File: config.mk
export PLATFORM = sky130hd
export DESIGN_NAME = windowed_mean_overheat_monitor_unit_flat
export DESIGN_NICKNAME = d
export VERILOG_FILES = /design/src/sv/wmom_pkg.sv /design/src/sv/wmom_if.sv /design/src/sv/wmom_window.sv /design/src/sv/wmom_smul.sv /design/src/sv/wmom_sdiv.sv /design/src/sv/windowed_mean_overheat_monitor_unit.sv /design/src/flat_wrapper.sv
export SDC_FILE = /design/constraint.sdc
export NUM_CORES = 1
export LEC_CHECK = 0
export BUFFER_PORTS_ARGS = -buffer_cell sky130_fd_sc_hd__buf_2
export CORE_MARGIN = 2
export CORE_UTILIZATION = 55
export CTS_CLUSTER_SIZE = 24
export DETAILED_ROUTE_END_ITERATION = 10
export PLACE_DENSITY = 0.76
export SYNTH_ARGS = -nofsm -noshare
export SYNTH_HDL_FRONTEND = slang
export SYNTH_SLANG_ARGS = --single-unit
File: constraint.sdc
create_clock -name clk -period 4.1 [get_ports clk]
set_input_delay 0.615 -clock clk [delete_from_list [all_inputs] [get_ports clk]]
set_output_delay 0.615 -clock clk [all_outputs]
set_load 0.02 [all_outputs]
File: src/sv/wmom_pkg.sv
`timescale 1ns / 1ps
// Shared types and constants for the windowed mean overheat monitor.
// No dependencies; every other file of the block refers to it by scoped names.
package wmom_pkg;

  // Fixed field widths
  localparam int WLEN_W     = 5;
  localparam int THR_W      = 16;
  localparam int STAMP_W    = 32;
  localparam int CFG_IDX_W  = 2;
  localparam int CFG_DATA_W = 16;

  // Register indexes of the configuration port
  typedef logic [CFG_IDX_W-1:0] cfg_idx_t;
  localparam cfg_idx_t CFG_WINDOW_LENGTH      = 2'd0;
  localparam cfg_idx_t CFG_OVERHEAT_THRESHOLD = 2'd1;

  // Register reset values (threshold is 60.0 C in Q8.8)
  localparam logic [WLEN_W-1:0]       WLEN_RESET = 5'd10;
  localparam logic signed [THR_W-1:0] THR_RESET  = 16'sd15360;

  // Sequencer states
  typedef enum logic [2:0] {
    ST_IDLE,
    ST_READ,
    ST_UPDATE,
    ST_START,
    ST_DIVIDE
  } state_t;

  // Window store controls
  typedef struct packed {
    logic clear;
    logic load;
    logic commit;
  } win_ctl_t;

  // Status of a serial arithmetic unit
  typedef struct packed {
    logic busy;
    logic done;
  } seq_stat_t;

endpackage

File: src/sv/wmom_if.sv
`timescale 1ns / 1ps
// Valid/ready channel interfaces: sample items, mean results, register writes.
// Depends on wmom_pkg for the fixed field widths.
interface wmom_item_if #(parameter int SAMPLE_BITS = 16);
  logic                                 valid;
  logic                                 ready;
  logic signed [SAMPLE_BITS-1:0]        sample;
  logic signed [wmom_pkg::STAMP_W-1:0]  stamp_seconds;
  logic [wmom_pkg::STAMP_W-1:0]         stamp_nanoseconds;

  modport source (output valid, output sample, output stamp_seconds,
                  output stamp_nanoseconds, input ready);
  modport sink   (input valid, input sample, input stamp_seconds,
                  input stamp_nanoseconds, output ready);
endinterface

interface wmom_result_if #(parameter int SAMPLE_BITS = 16);
  logic                          valid;
  logic                          ready;
  logic signed [SAMPLE_BITS-1:0] mean;
  logic                          overheat;

  modport source (output valid, output mean, output overheat, input ready);
  modport sink   (input valid, input mean, input overheat, output ready);
endinterface

interface wmom_cfg_if;
  logic                              valid;
  logic                              ready;
  wmom_pkg::cfg_idx_t                idx;
  logic [wmom_pkg::CFG_DATA_W-1:0]   data;

  modport source (output valid, output idx, output data, input ready);
  modport sink   (input valid, input idx, input data, output ready);
endinterface

File: src/sv/wmom_window.sv
`timescale 1ns / 1ps
// Sample window: circular sample memory, write slot, fill count and running sum.
// Depends on wmom_pkg for the control struct.
module wmom_window #(
  parameter int WINDOW_MAX  = 16,
  parameter int SAMPLE_BITS = 16,
  localparam int CNT_W  = $clog2(WINDOW_MAX + 1),
  localparam int SLOT_W = (WINDOW_MAX > 1) ? $clog2(WINDOW_MAX) : 1,
  localparam int SUM_W  = SAMPLE_BITS + $clog2(WINDOW_MAX) + 1
) (
  input  logic                          clk,
  input  logic                          rst,
  input  wmom_pkg::win_ctl_t            ctl,
  input  logic [CNT_W-1:0]              len,
  input  logic signed [SAMPLE_BITS-1:0] sample,
  output logic signed [SUM_W-1:0]       sum,
  output logic [CNT_W-1:0]              count
);

  logic signed [SAMPLE_BITS-1:0] mem [WINDOW_MAX];
  logic signed [SAMPLE_BITS-1:0] rd_data;
  logic signed [SAMPLE_BITS-1:0] sample_q;
  logic [SLOT_W-1:0]             write_slot;
  logic [SLOT_W-1:0]             write_slot_next;
  logic [SLOT_W-1:0]             slot_q;
  logic [SLOT_W-1:0]             slot_start;
  logic [CNT_W-1:0]              slot_inc;
  logic [CNT_W-1:0]              count_next;
  logic                          full;
  logic signed [SUM_W-1:0]       drop;
  logic signed [SUM_W-1:0]       sum_next;

  // Wrap the slot when the window was shortened below it
  assign slot_start = (CNT_W'(write_slot) >= len) ? '0 : write_slot;

  // Drop the oldest sample once the window is full
  assign full       = (count >= len);
  assign drop       = full ? SUM_W'(rd_data) : '0;
  assign sum_next   = sum - drop + SUM_W'(sample_q);
  assign count_next = full ? len : count + 1'b1;

  // Advance the write slot around the window
  assign slot_inc        = CNT_W'(slot_q) + 1'b1;
  assign write_slot_next = (slot_inc >= len) ? '0 : SLOT_W'(slot_inc);

  // Window control state
  always_ff @(posedge clk) begin
    if (rst || ctl.clear) begin
      write_slot <= '0;
      count      <= '0;
      sum        <= '0;
    end else if (ctl.commit) begin
      write_slot <= write_slot_next;
      count      <= count_next;
      sum        <= sum_next;
    end
  end

  // Hold the accepted sample and its slot
  always_ff @(posedge clk) begin
    if (ctl.load) begin
      sample_q <= sample;
      slot_q   <= slot_start;
    end
  end

  // Sample memory: registered read of the slot, write on commit
  always_ff @(posedge clk) begin
    if (ctl.commit) begin
      mem[slot_q] <= sample_q;
    end
  end

  always_ff @(posedge clk) begin
    rd_data <= mem[slot_q];
  end

endmodule

File: src/sv/wmom_smul.sv
`timescale 1ns / 1ps
// Serial shift-add multiplier: threshold times fill count, one count bit a cycle.
// Depends on wmom_pkg for the threshold width and status struct.
module wmom_smul #(
  parameter int WINDOW_MAX = 16,
  localparam int CNT_W  = $clog2(WINDOW_MAX + 1),
  localparam int PROD_W = wmom_pkg::THR_W + CNT_W + 1,
  localparam int STEP_W = $clog2(CNT_W + 1)
) (
  input  logic                              clk,
  input  logic                              rst,
  input  logic                              start,
  input  logic signed [wmom_pkg::THR_W-1:0] thr,
  input  logic [CNT_W-1:0]                  count,
  output logic signed [PROD_W-1:0]          product,
  output wmom_pkg::seq_stat_t               stat
);

  logic signed [PROD_W-1:0] mcand;
  logic [CNT_W-1:0]         mplier;
  logic [STEP_W-1:0]        steps;

  // Add the shifted threshold for each set count bit
  always_ff @(posedge clk) begin
    if (rst) begin
      stat  <= '{busy: 1'b0, done: 1'b0};
      steps <= '0;
    end else if (start) begin
      product <= '0;
      mcand   <= PROD_W'(thr);
      mplier  <= count;
      steps   <= STEP_W'(CNT_W);
      stat    <= '{busy: 1'b1, done: 1'b0};
    end else if (stat.busy) begin
      if (mplier[0]) begin
        product <= product + mcand;
      end
      mcand  <= mcand <<< 1;
      mplier <= mplier >> 1;
      steps  <= steps - 1'b1;
      if (steps == STEP_W'(1)) begin
        stat <= '{busy: 1'b0, done: 1'b1};
      end
    end
  end

endmodule

File: src/sv/wmom_sdiv.sv
`timescale 1ns / 1ps
// Bit-serial restoring divider: signed running sum over fill count, toward zero.
// Depends on wmom_pkg for the status struct.
module wmom_sdiv #(
  parameter int WINDOW_MAX  = 16,
  parameter int SAMPLE_BITS = 16,
  localparam int CNT_W  = $clog2(WINDOW_MAX + 1),
  localparam int SUM_W  = SAMPLE_BITS + $clog2(WINDOW_MAX) + 1,
  localparam int STEP_W = $clog2(SUM_W + 1)
) (
  input  logic                          clk,
  input  logic                          rst,
  input  logic                          start,
  input  logic signed [SUM_W-1:0]       dividend,
  input  logic [CNT_W-1:0]              divisor,
  output logic signed [SAMPLE_BITS-1:0] quotient,
  output wmom_pkg::seq_stat_t           stat
);

  logic [SUM_W-1:0]  mag;
  logic [SUM_W-1:0]  dvd;
  logic [SUM_W-1:0]  q_signed;
  logic [CNT_W-1:0]  rem;
  logic [CNT_W-1:0]  divisor_q;
  logic [CNT_W:0]    trial;
  logic              fits;
  logic              neg;
  logic [STEP_W-1:0] steps;

  // Divide magnitudes, restore the sign at the end
  assign mag   = dividend[SUM_W-1] ? $unsigned(-dividend) : $unsigned(dividend);
  assign trial = {rem, dvd[SUM_W-1]};
  assign fits  = (trial >= {1'b0, divisor_q});

  // One quotient bit per cycle; quotient bits shift into the dividend register
  always_ff @(posedge clk) begin
    if (rst) begin
      stat  <= '{busy: 1'b0, done: 1'b0};
      steps <= '0;
    end else if (start) begin
      dvd       <= mag;
      neg       <= dividend[SUM_W-1];
      divisor_q <= divisor;
      rem       <= '0;
      steps     <= STEP_W'(SUM_W);
      stat      <= '{busy: 1'b1, done: 1'b0};
    end else if (stat.busy) begin
      rem   <= fits ? CNT_W'(trial - {1'b0, divisor_q}) : CNT_W'(trial);
      dvd   <= {dvd[SUM_W-2:0], fits};
      steps <= steps - 1'b1;
      if (steps == STEP_W'(1)) begin
        stat <= '{busy: 1'b0, done: 1'b1};
      end
    end
  end

  assign q_signed = neg ? (~dvd + 1'b1) : dvd;
  assign quotient = $signed(q_signed[SAMPLE_BITS-1:0]);

endmodule

File: src/sv/windowed_mean_overheat_monitor_unit.sv
`timescale 1ns / 1ps
// Top level of the windowed mean overheat monitor: sequencer, registers, result beat.
// Depends on wmom_pkg, the channel interfaces, wmom_window, wmom_smul and wmom_sdiv.
//
// Boxcar moving average of stamped Q8.8 temperature samples. A sample beat whose
// seconds and nanoseconds are both zero is taken while idle and dropped with no
// result. Every other sample enters a window of the newest window_length samples
// (0 acts as 1, values above WINDOW_MAX act as WINDOW_MAX) and produces one result
// beat: the window mean truncated toward zero and an overheat flag that is set
// when sum > overheat_threshold * fill_count. One stamped sample occupies the
// block for a memory read, the window update, and a bit-serial divider that
// resolves one quotient bit per cycle; the threshold product is formed alongside
// it. The result sits in an output register; the block takes a new sample once
// the divider finishes and the previous result has been taken or is being taken.
// Writing window_length empties the window; write the registers only while the
// block is idle. Sample memory needs no clearing pass.
module windowed_mean_overheat_monitor_unit #(
  parameter int WINDOW_MAX  = 16,
  parameter int SAMPLE_BITS = 16
) (
  input logic             clk,
  input logic             rst,
  wmom_item_if.sink       items,
  wmom_result_if.source   results,
  wmom_cfg_if.sink        cfg
);

  localparam int CNT_W  = $clog2(WINDOW_MAX + 1);
  localparam int SUM_W  = SAMPLE_BITS + $clog2(WINDOW_MAX) + 1;
  localparam int PROD_W = wmom_pkg::THR_W + CNT_W + 1;
  localparam int CMP_W  = (SUM_W > PROD_W) ? SUM_W : PROD_W;

  wmom_pkg::state_t                state;
  wmom_pkg::state_t                state_next;
  wmom_pkg::win_ctl_t              win_ctl;
  wmom_pkg::seq_stat_t             div_stat;
  wmom_pkg::seq_stat_t             mul_stat;

  logic [wmom_pkg::WLEN_W-1:0]       window_length;
  logic signed [wmom_pkg::THR_W-1:0] threshold;
  logic [CNT_W-1:0]                  len;
  logic                              stamped;
  logic                              arith_start;
  logic                              out_load;
  logic                              out_free;
  logic                              res_valid;
  logic                              over;
  logic signed [SUM_W-1:0]           win_sum;
  logic [CNT_W-1:0]                  win_count;
  logic signed [PROD_W-1:0]          product;
  logic signed [SAMPLE_BITS-1:0]     quotient;
  logic signed [SAMPLE_BITS-1:0]     mean_q;
  logic                              overheat_q;

  // Clamp the window length to the supported range
  always_comb begin
    if (window_length == '0) begin
      len = CNT_W'(1);
    end else if (32'(window_length) > WINDOW_MAX) begin
      len = CNT_W'(WINDOW_MAX);
    end else begin
      len = CNT_W'(window_length);
    end
  end

  assign stamped  = (items.stamp_seconds != '0) || (items.stamp_nanoseconds != '0);
  assign out_free = !res_valid || results.ready;

  // Configuration registers
  assign cfg.ready = 1'b1;

  always_ff @(posedge clk) begin
    if (rst) begin
      window_length <= wmom_pkg::WLEN_RESET;
      threshold     <= wmom_pkg::THR_RESET;
    end else if (cfg.valid && cfg.ready) begin
      unique case (cfg.idx)
        wmom_pkg::CFG_WINDOW_LENGTH:      window_length <= cfg.data[wmom_pkg::WLEN_W-1:0];
        wmom_pkg::CFG_OVERHEAT_THRESHOLD: threshold <= $signed(cfg.data[wmom_pkg::THR_W-1:0]);
        default: ;
      endcase
    end
  end

  // Sequencer state register
  always_ff @(posedge clk) begin
    if (rst) begin
      state <= wmom_pkg::ST_IDLE;
    end else begin
      state <= state_next;
    end
  end

  // Next state
  always_comb begin
    state_next = state;
    unique case (state)
      wmom_pkg::ST_IDLE: begin
        if (items.valid && stamped) begin
          state_next = wmom_pkg::ST_READ;
        end
      end
      wmom_pkg::ST_READ:   state_next = wmom_pkg::ST_UPDATE;
      wmom_pkg::ST_UPDATE: state_next = wmom_pkg::ST_START;
      wmom_pkg::ST_START:  state_next = wmom_pkg::ST_DIVIDE;
      wmom_pkg::ST_DIVIDE: begin
        if (div_stat.done && out_free) begin
          state_next = wmom_pkg::ST_IDLE;
        end
      end
      default: state_next = wmom_pkg::ST_IDLE;
    endcase
  end

  // Sequencer outputs
  always_comb begin
    items.ready    = 1'b0;
    win_ctl.clear  = cfg.valid && cfg.ready && (cfg.idx == wmom_pkg::CFG_WINDOW_LENGTH);
    win_ctl.load   = 1'b0;
    win_ctl.commit = 1'b0;
    arith_start    = 1'b0;
    out_load       = 1'b0;
    unique case (state)
      wmom_pkg::ST_IDLE: begin
        items.ready  = 1'b1;
        win_ctl.load = items.valid && stamped;
      end
      wmom_pkg::ST_READ: ;
      wmom_pkg::ST_UPDATE: win_ctl.commit = 1'b1;
      wmom_pkg::ST_START:  arith_start = 1'b1;
      wmom_pkg::ST_DIVIDE: out_load = div_stat.done && out_free;
      default: ;
    endcase
  end

  wmom_window #(
    .WINDOW_MAX  (WINDOW_MAX),
    .SAMPLE_BITS (SAMPLE_BITS)
  ) u_window (
    .clk    (clk),
    .rst    (rst),
    .ctl    (win_ctl),
    .len    (len),
    .sample (items.sample),
    .sum    (win_sum),
    .count  (win_count)
  );

  wmom_smul #(
    .WINDOW_MAX (WINDOW_MAX)
  ) u_smul (
    .clk     (clk),
    .rst     (rst),
    .start   (arith_start),
    .thr     (threshold),
    .count   (win_count),
    .product (product),
    .stat    (mul_stat)
  );

  wmom_sdiv #(
    .WINDOW_MAX  (WINDOW_MAX),
    .SAMPLE_BITS (SAMPLE_BITS)
  ) u_sdiv (
    .clk      (clk),
    .rst      (rst),
    .start    (arith_start),
    .dividend (win_sum),
    .divisor  (win_count),
    .quotient (quotient),
    .stat     (div_stat)
  );

  // Exact mean above threshold, compared without division
  assign over = (CMP_W'(win_sum) > CMP_W'(product));

  // Result register
  always_ff @(posedge clk) begin
    if (rst) begin
      res_valid <= 1'b0;
    end else if (out_load) begin
      res_valid <= 1'b1;
    end else if (results.ready) begin
      res_valid <= 1'b0;
    end
  end

  always_ff @(posedge clk) begin
    if (out_load) begin
      mean_q     <= quotient;
      overheat_q <= over;
    end
  end

  assign results.valid    = res_valid;
  assign results.mean     = mean_q;
  assign results.overheat = overheat_q;

  // The threshold product is ready no later than the quotient
  a_mul_before_div: assert property (@(posedge clk) disable iff (rst)
    (state == wmom_pkg::ST_DIVIDE && div_stat.done) |-> mul_stat.done)
    else $error("threshold product not ready when the quotient completed");

  // A divide always sees a nonzero fill count inside the window
  a_count_range: assert property (@(posedge clk) disable iff (rst)
    (state == wmom_pkg::ST_DIVIDE) |-> (win_count != '0 && win_count <= len))
    else $error("fill count out of range during divide");

  // An unstamped sample leaves the sequencer idle
  a_drop_unstamped: assert property (@(posedge clk) disable iff (rst)
    (items.valid && items.ready && !stamped) |=> (state == wmom_pkg::ST_IDLE))
    else $error("unstamped sample started a window update");

endmodule

File: src/flat_wrapper.sv
// flat-port wrapper written by rule: the top's interface ports become plain ports
module windowed_mean_overheat_monitor_unit_flat 
#(
  parameter int WINDOW_MAX  = 16,
  parameter int SAMPLE_BITS = 16
)
  (clk, rst, items_valid, items_sample, items_stamp_seconds, items_stamp_nanoseconds, items_ready, results_valid, results_mean, results_overheat, results_ready, cfg_valid, cfg_idx, cfg_data, cfg_ready);
  wmom_item_if #(.SAMPLE_BITS(SAMPLE_BITS)) items_i ();
  wmom_result_if #(.SAMPLE_BITS(SAMPLE_BITS)) results_i ();
  wmom_cfg_if cfg_i ();
  input logic clk;
  input logic rst;
  input wire logic [$bits(items_i.valid)-1:0] items_valid;
  input wire logic [$bits(items_i.sample)-1:0] items_sample;
  input wire logic [$bits(items_i.stamp_seconds)-1:0] items_stamp_seconds;
  input wire logic [$bits(items_i.stamp_nanoseconds)-1:0] items_stamp_nanoseconds;
  output wire logic [$bits(items_i.ready)-1:0] items_ready;
  output wire logic [$bits(results_i.valid)-1:0] results_valid;
  output wire logic [$bits(results_i.mean)-1:0] results_mean;
  output wire logic [$bits(results_i.overheat)-1:0] results_overheat;
  input wire logic [$bits(results_i.ready)-1:0] results_ready;
  input wire logic [$bits(cfg_i.valid)-1:0] cfg_valid;
  input wire logic [$bits(cfg_i.idx)-1:0] cfg_idx;
  input wire logic [$bits(cfg_i.data)-1:0] cfg_data;
  output wire logic [$bits(cfg_i.ready)-1:0] cfg_ready;
  assign items_i.valid = items_valid;
  assign items_i.sample = items_sample;
  assign items_i.stamp_seconds = items_stamp_seconds;
  assign items_i.stamp_nanoseconds = items_stamp_nanoseconds;
  assign items_ready = items_i.ready;
  assign results_valid = results_i.valid;
  assign results_mean = results_i.mean;
  assign results_overheat = results_i.overheat;
  assign results_i.ready = results_ready;
  assign cfg_i.valid = cfg_valid;
  assign cfg_i.idx = cfg_idx;
  assign cfg_i.data = cfg_data;
  assign cfg_ready = cfg_i.ready;
  windowed_mean_overheat_monitor_unit #(.WINDOW_MAX(WINDOW_MAX), .SAMPLE_BITS(SAMPLE_BITS)) u_core (.clk(clk), .rst(rst), .items(items_i), .results(results_i), .cfg(cfg_i));
endmodule
[Word level (Yosys, flattened, before mapping)]
Memories as Yosys holds them, arrays and structs flattened. A register that Yosys moved wholly into a read port is not among the register bits.
Index checks and enable logic that the tools add are counted.
Storage, ports and cells
  memory bits (read-only): 0
  logic and storage cells: 119
  latch bits: 0
  register bits: 185
  memories: 1
  memory bits (writable): 256
Memories
  u_core.u_window.mem: words 16, width 16, rd ports 1, clocked after memory_dff 1, wr ports 1, RTL line wmom_window.sv:20  | logic signed [SAMPLE_BITS-1:0] mem [WINDOW_MAX];
Operators by class
  reduce and logical (&&, ||, !) cells: 26
  add/sub/neg operators: 10
  bitwise gates (word level): 2
  magnitude comparators: 6
  equal/unequal tests: 9
  muxes and demuxes: 39
  shifts and indexed selects: 0
  div/mod/pow operators: 0
  $mul: 0
Operators with widths (count)
  $mux W22: 4
  $mux W21: 4
  $reduce_bool A32 Y1: 2
  $mux W5: 9
  $add A22 B22 Y22: 1
  $gt A21 B22 Y1: 1
  $add A21 B16 Y21: 1
  $neg A21 Y21: 1
  $sub A21 B21 Y21: 1
  $add A16 B1 Y16 const B: 1
  $mux W16: 1
  $not A16 Y16: 1
  $reduce_and A2 Y1: 8
  $pmux W3 S5: 1
  $mux W2: 6
  $mux W3: 4
  $ge A5 B5 Y1: 2
  $mux W1: 9
  $reduce_bool A2 Y1: 4
  $eq A3 B1 Y1 const B: 2
  $eq A3 B2 Y1 const B: 2
  $ge A6 B5 Y1: 1
  $add A4 B1 Y5 const B: 1
  $add A5 B1 Y5 const B: 1
  other kinds (19): 24

[Longest topological paths before layout]
  word-level depth: 7
  depth in mapped cells: 21

[By module]
Synthesis repeated with hierarchy kept, for this count alone.
Unflattened totals
  cells, all modules: 1662
  area, all modules: 22150.0 µm²
By module, submodules not included
  wmom_window: area an instance 14022.2 µm², cells each 842, instances 1
  wmom_smul: area an instance 3253.1 µm², cells each 299, instances 1
  wmom_sdiv: area an instance 2663.8 µm², cells each 285, instances 1
  windowed_mean_overheat_monitor_unit: area an instance 2210.9 µm², cells each 236, instances 1

[Worst setup path after synthesis]
OpenSTA, ideal clock, no wires.
  path kind: reg2reg
  start point: register u_core.window_length[1] in the netlist's numbering
  end point: register u_core.u_window.sum[20]
  arrival: 4.189 ns
  period minus slack after synthesis: 4.259 ns
  buffers on the path: 1
  path slack: -0.159 ns
  cell stages (with the launch flop): 21
  cell sequence: dfxtp_1 -> nor3_1 -> nor2_1 -> nor2_1 -> ha_1 -> nor2b_1 -> o21ai_0 -> a21o_1 -> a21o_1 -> clkbuf_1 -> and2_1 -> fa_1 -> inv_1 -> fa_1 -> a211oi_2 -> o21ai_2 -> a311oi_4 -> o31a_1 -> xnor2_1 -> or3_1 -> a21oi_1
On the way
  cells in the longest elaborated chain, start to end: 7
  elaborated cells between the ends (all ways): 8
  classes of those cells: add/sub: 2; order compare: 2; mux: 3; reduce/logical: 1
Ends and longest elaborated chain
  from (decl): RTL line windowed_mean_overheat_monitor_unit.sv:39  | logic [wmom_pkg::WLEN_W-1:0] window_length;
  from (signal assigned): RTL line windowed_mean_overheat_monitor_unit.sv:74  | window_length <= wmom_pkg::WLEN_RESET;
  from (signal assigned): RTL line windowed_mean_overheat_monitor_unit.sv:78  | wmom_pkg::CFG_WINDOW_LENGTH: window_length <= cfg.data[wmom_pkg::WLEN_W-1:0];
  $gt A5 B5 Y1: RTL line windowed_mean_overheat_monitor_unit.sv:59  | end else if (32'(window_length) > WINDOW_MAX) begin
  $mux W5: RTL line windowed_mean_overheat_monitor_unit.sv:59
  $mux W5 *: RTL line windowed_mean_overheat_monitor_unit.sv:57  | if (window_length == '0) begin
  $ge A5 B5 Y1 *: RTL line wmom_window.sv:37  | assign full = (count >= len);
  $mux W21 *: RTL line wmom_window.sv:38  | assign drop = full ? SUM_W'(rd_data) : '0;
  $sub A21 B21 Y21 *: RTL line wmom_window.sv:39  | assign sum_next = sum - drop + SUM_W'(sample_q);
  $add A21 B16 Y21 *: RTL line wmom_window.sv:39
  to (signal assigned): RTL line wmom_window.sv:55  | sum <= sum_next;
  to (decl): RTL line wmom_window.sv:16  | output logic signed [SUM_W-1:0] sum,
Every way passes the cells marked *; elsewhere a longest branch is shown, timed or not.
A chain may end at the register's enable or synchronous reset.

[Final worst setup path]
  start point: register u_core.window_length[3] in the netlist's numbering
  end point: register u_core.u_window.sum[20]
Same word-level chain as after synthesis.

==> impl_summary.log <==
[metrics] outcome: complete, but fails checks
[metrics] violations in the final reports: setup timing
[metrics] Worst-Skew Late Latency: 0.60 ns
[metrics] fin crit period: 4.15 ns
[metrics] Bufs on Longest Clock Path: 3
[metrics] n_diodes: 0
[metrics] dpl hpwl: 32,200 um
[metrics] CP dominant cell by count: sky130_fd_sc_hd__o21ai_2
[metrics] hold depth: 1
[metrics] worst hold slack: 0.188 ns
[metrics] cell with the most instances after synthesis: sky130_fd_sc_hd__edfxtp_1
[metrics] total DRC errors in the routed layout: 0
[metrics] highest attainable clock frequency: 241 MHz
[metrics] GP Congestion: 0.866
[metrics] DR vias: 13,900
[metrics] count of pins over their slew limit: 0
[metrics] cell types with the largest area share after synthesis: sky130_fd_sc_hd__edfxtp_1, sky130_fd_sc_hd__mux4_2, sky130_fd_sc_hd__dfxtp_1, sky130_fd_sc_hd__ha_1, sky130_fd_sc_hd__nand2_1
[metrics] drt first pass iters: 5
[metrics] kind of cell with the highest combined delay on the critical path: compound AO/OA/AOI/OAI gates
[metrics] worst clock skew on the final layout: 0.0220 ns
[metrics] total power density per cell area: 475 nW/um^2
[metrics] wire length of the first global-routing pass: 77,800 um
[metrics] I/O Pins: 123
[metrics] critical path arrival: 4.68 ns
[metrics] synthesized netlist cell count: 1,658
[metrics] transition time of the tightest slew-check pin: 1.16 ns
[metrics] reg2reg path depth: 19
[metrics] sequential cell area: 12,900 um^2
[metrics] leftover overflow at the end of global routing: 0
[metrics] post-synthesis to final-layout area growth: 16.7%
[metrics] Distinct cells, synth: 70
[metrics] ratio of cells with drive above 1 in the final layout: 0.228
[metrics] final hold violations: 0
[metrics] total global-route track usage: 0.247
[metrics] Post-Route WL: 50,100 um
[metrics] layout filler cell count: 2,747
[metrics] antenna violations before repair: 0
[metrics] Root Buffer: sky130_fd_sc_hd__clkbuf_16
[metrics] largest voltage drop on the vdd net: 0.000498 V
[metrics] buffers and inverters on the worst path: 1
[metrics] Final #Nets: 2,070
[metrics] share of the synthesized area in compound gates (AO/OA/AOI/OAI): 0.0775
[metrics] initial core utilization: 0.559
[metrics] Buffers on Ports: 121
[metrics] synthesis warning total: 0
[metrics] Crit path required time: 4.64 ns
[metrics] final worst-path setup slack: -0.0467 ns
[metrics] drt first-iter violations: 982
[metrics] library cell contributing the largest single delay on the critical path: sky130_fd_sc_hd__fa_1
[metrics] maximum cell stage delay along the critical path: 0.50 ns
[metrics] Setup Viol. Count Final: 1
[metrics] row cnt: 72
[metrics] die width: 202 um
[metrics] synthesized-area fraction occupied by xor and xnor cells: 0.0291
[metrics] max-capacitance violation count: 0
[metrics] CTS buffer count: 47
[metrics] combinational family with the most area after synthesis: simple AND/OR/NAND/NOR gates
[metrics] die height: 202 um
[metrics] share of synthesized cell area in full adder, half adder and majority cells: 0.0746
[metrics] drt via density: 5.79
[metrics] unrepaired setup endpoints after global routing: yes
[metrics] library cell with the largest summed area after synthesis: sky130_fd_sc_hd__edfxtp_1
[metrics] highest fanout seen on the critical path: 5
[metrics] most frequent cells after synthesis: sky130_fd_sc_hd__edfxtp_1, sky130_fd_sc_hd__nand2_1, sky130_fd_sc_hd__inv_1, sky130_fd_sc_hd__ha_1, sky130_fd_sc_hd__a21oi_1
[metrics] share of synthesized cell area in and, or, nand and nor gates: 0.101
[metrics] leakage power summed over all cells: 9.59 nW
[metrics] fraction of the yosys area taken by sequential cells: 0.594
[metrics] portion of synthesized cell area occupied by the leading cell type: 0.518
[metrics] element type at the critical path start: flop
[metrics] count of flip-flops with a built-in enable after synthesis: 374
[metrics] area taken by multi-input logic gates: 8240 um^2
[metrics] TritonCTS clock tree: yes
[metrics] number of synthesized register bits: 456
[metrics] number of cells on the critical path: 19
[metrics] area of the core region: 38,700 um^2
[metrics] start-to-end type of the worst setup path: reg2reg
[metrics] clock-pin slew reported for the worst setup and hold paths after clock tree synthesis: 0.06 ns
[metrics] pre-CTS setup slack: -0.163 ns
[metrics] vias in the first global route: 13,900
[metrics] Main synth FF type: sky130_fd_sc_hd__edfxtp_1
[metrics] share of async-settable or async-resettable flops after synthesis: 0
[metrics] average size of a mapped cell: 13.1 um^2
[metrics] nets in the synthesized netlist: 1,877
[metrics] area of the die: 41,000 um^2
[metrics] Hold/Removal Path Class: in2reg
[metrics] routed wirelength normalized by instance count: 20.8 um
[metrics] post-synthesis instance area: 21,700 um^2
[metrics] CTS sink cnt: 456
[metrics] CP endpoint kind: flop
[metrics] worst slew margin relative to its limit: 0.226
[metrics] period utilisation layout: 1.01
[metrics] largest net degree at the start of global routing: 50
[metrics] cell-by-cell listing of the critical path: nor3_2 > nor2_1 > nor2_2 > ha_1 > nor2b_2 > o21ai_2 > a21o_1 > a21o_4 > and2_4 > fa_1 > inv_2 > fa_2 > a211oi_4 > o21ai_2 > a311oi_4 > o31a_1 > xnor2_1 > or3_1 > a21oi_2
[metrics] fraction of synthesized area in multiplexers: 0.0859
[metrics] post-route antenna net violation count: 0
[metrics] H-tree lvl count: 2
==> report_power, final <==
part	internal (W)	leakage, nW	switching [W]
sequential	0.00520	4.05	0.000194
combinational	0.000959	4.71	0.00106
clock	0.00274	0.826	0.00186
==> flip-flops by register name (all words and copies together) (netlist names), 2 cells and up <==
signal and cells:
u_core.results.mean 16, u_core.u_smul.mplier 5, u_core.u_window.sample_q 16, u_core.u_sdiv.stat 2, u_core.u_window.write_slot 4, u_core.u_smul.product 22
u_core.threshold 16, u_core.u_window.count 5, u_core.u_window.sum 21, u_core.u_window.rd_data 16, u_core.u_smul.steps 3, u_core.u_window.mem 256
u_core.window_length 5, u_core.u_sdiv.rem 5, u_core.u_smul.mcand 22, u_core.u_sdiv.dvd 21, u_core.u_sdiv.steps 5, u_core.u_sdiv.divisor_q 5
u_core.state 3, u_core.u_window.slot_q 4
==> metal layers <==
layer  share of wire  global-route usage  vias to the layer above
li1                -                   -                     6482
met4           0.033              0.0920                        0
met5               0                   0                        -
met2            0.50               0.423                      498
met1            0.40               0.318                     6850
met3           0.061              0.0433                      106
==> layout make-up <==
| class | count | share of cell area |
|---|---|---|
| Timing Repair Buffer | 211 | 0.0530 |
| Clock buffer | 63 | 0.0538 |
| Multi-Input combinational cell | 1003 | 0.326 |
| Tap cell | 518 | 0.0256 |
| Inverter | 132 | 0.0196 |
| Sequential cell | 456 | 0.509 |
| Clock inverter | 25 | 0.0131 |
==> final timing paths <==
path	startpoint	slack, ns	end
max	u_core.window_length[3]	-0.05	u_core.u_window.sum[20]
min	items_sample[14]	0.19	u_core.u_window.sample_q[14]
max reg2reg	u_core.window_length[3]	-0.05	u_core.u_window.sum[20]
min reg2reg	u_core.threshold[9]	0.46	u_core.threshold[9]
==> layout by cell type, fill, tap and decap left out, types with 18 or more instances in the layout <==
master and n:
sky130_fd_sc_hd__a21o_1 23, sky130_fd_sc_hd__inv_1 126, sky130_fd_sc_hd__a21oi_1 80, sky130_fd_sc_hd__nand4_1 18, sky130_fd_sc_hd__nand2_1 197, sky130_fd_sc_hd__and2_1 30
sky130_fd_sc_hd__edfxtp_1 374, sky130_fd_sc_hd__o21ai_0 64, sky130_fd_sc_hd__buf_2 121, sky130_fd_sc_hd__xnor2_1 57, sky130_fd_sc_hd__nor3_1 21, sky130_fd_sc_hd__fa_1 21
sky130_fd_sc_hd__nand3_1 28, sky130_fd_sc_hd__ha_1 85, sky130_fd_sc_hd__nor2_1 65, sky130_fd_sc_hd__nor4_1 18, sky130_fd_sc_hd__dfxtp_1 81, sky130_fd_sc_hd__mux4_2 80
sky130_fd_sc_hd__buf_4 85, sky130_fd_sc_hd__clkbuf_16 51
==> cells by family after synthesis <==
group                      after synthesis
muxes                                   86
adders and majority gates              116
buffers and inverters                  199
other                                    1
DFF                                    456
AOI/OAI and AO/OA                      270
and+or+nand+nor                        458
xor gates and xnor gates                72
==> worst reg2reg max path: stages (launching register included) <==
cell and delay [ns]:
sky130_fd_sc_hd__dfxtp_2 0.32, sky130_fd_sc_hd__nor3_2 0.17, sky130_fd_sc_hd__nor2_1 0.08, sky130_fd_sc_hd__nor2_2 0.13, sky130_fd_sc_hd__ha_1 0.25, sky130_fd_sc_hd__nor2b_2 0.12, sky130_fd_sc_hd__o21ai_2 0.07, sky130_fd_sc_hd__a21o_1 0.21
sky130_fd_sc_hd__a21o_4 0.26, sky130_fd_sc_hd__and2_4 0.17, sky130_fd_sc_hd__fa_1 0.50, sky130_fd_sc_hd__inv_2 0.06, sky130_fd_sc_hd__fa_2 0.37, sky130_fd_sc_hd__a211oi_4 0.26, sky130_fd_sc_hd__o21ai_2 0.14, sky130_fd_sc_hd__a311oi_4 0.29
sky130_fd_sc_hd__o31a_1 0.17, sky130_fd_sc_hd__xnor2_1 0.07, sky130_fd_sc_hd__or3_1 0.37, sky130_fd_sc_hd__a21oi_2 0.11
==> stage by stage <==
step / setup TNS [ns] / total power, W / cells / area (um^2) / util
2_1_floorplan: 0 / 0.00668 / 1658 / 21700 / -
3_5_place_dp: -0.238 / 0.00730 / 2312 / 23300 / 0.601
3_3_place_gp: -0.0661 / 0.00724 / 2312 / 23300 / 0.601
6_report: -0.0467 / 0.0120 / 2408 / 25300 / 0.653
5_1_grt: -0.882 / 0.0125 / 2408 / 25300 / 0.653
4_1_cts: 0 / 0.0119 / 2402 / 25000 / 0.646
==> repair_timing <==
action,in CTS,in global routing
cloned,0,1
pin swaps,7,38
endpoints found under the setup margin,5,13
buffers inserted,2,6
gates resized for setup,5,54
hold buffers,0,0
(Power assumes the default switching activity.)
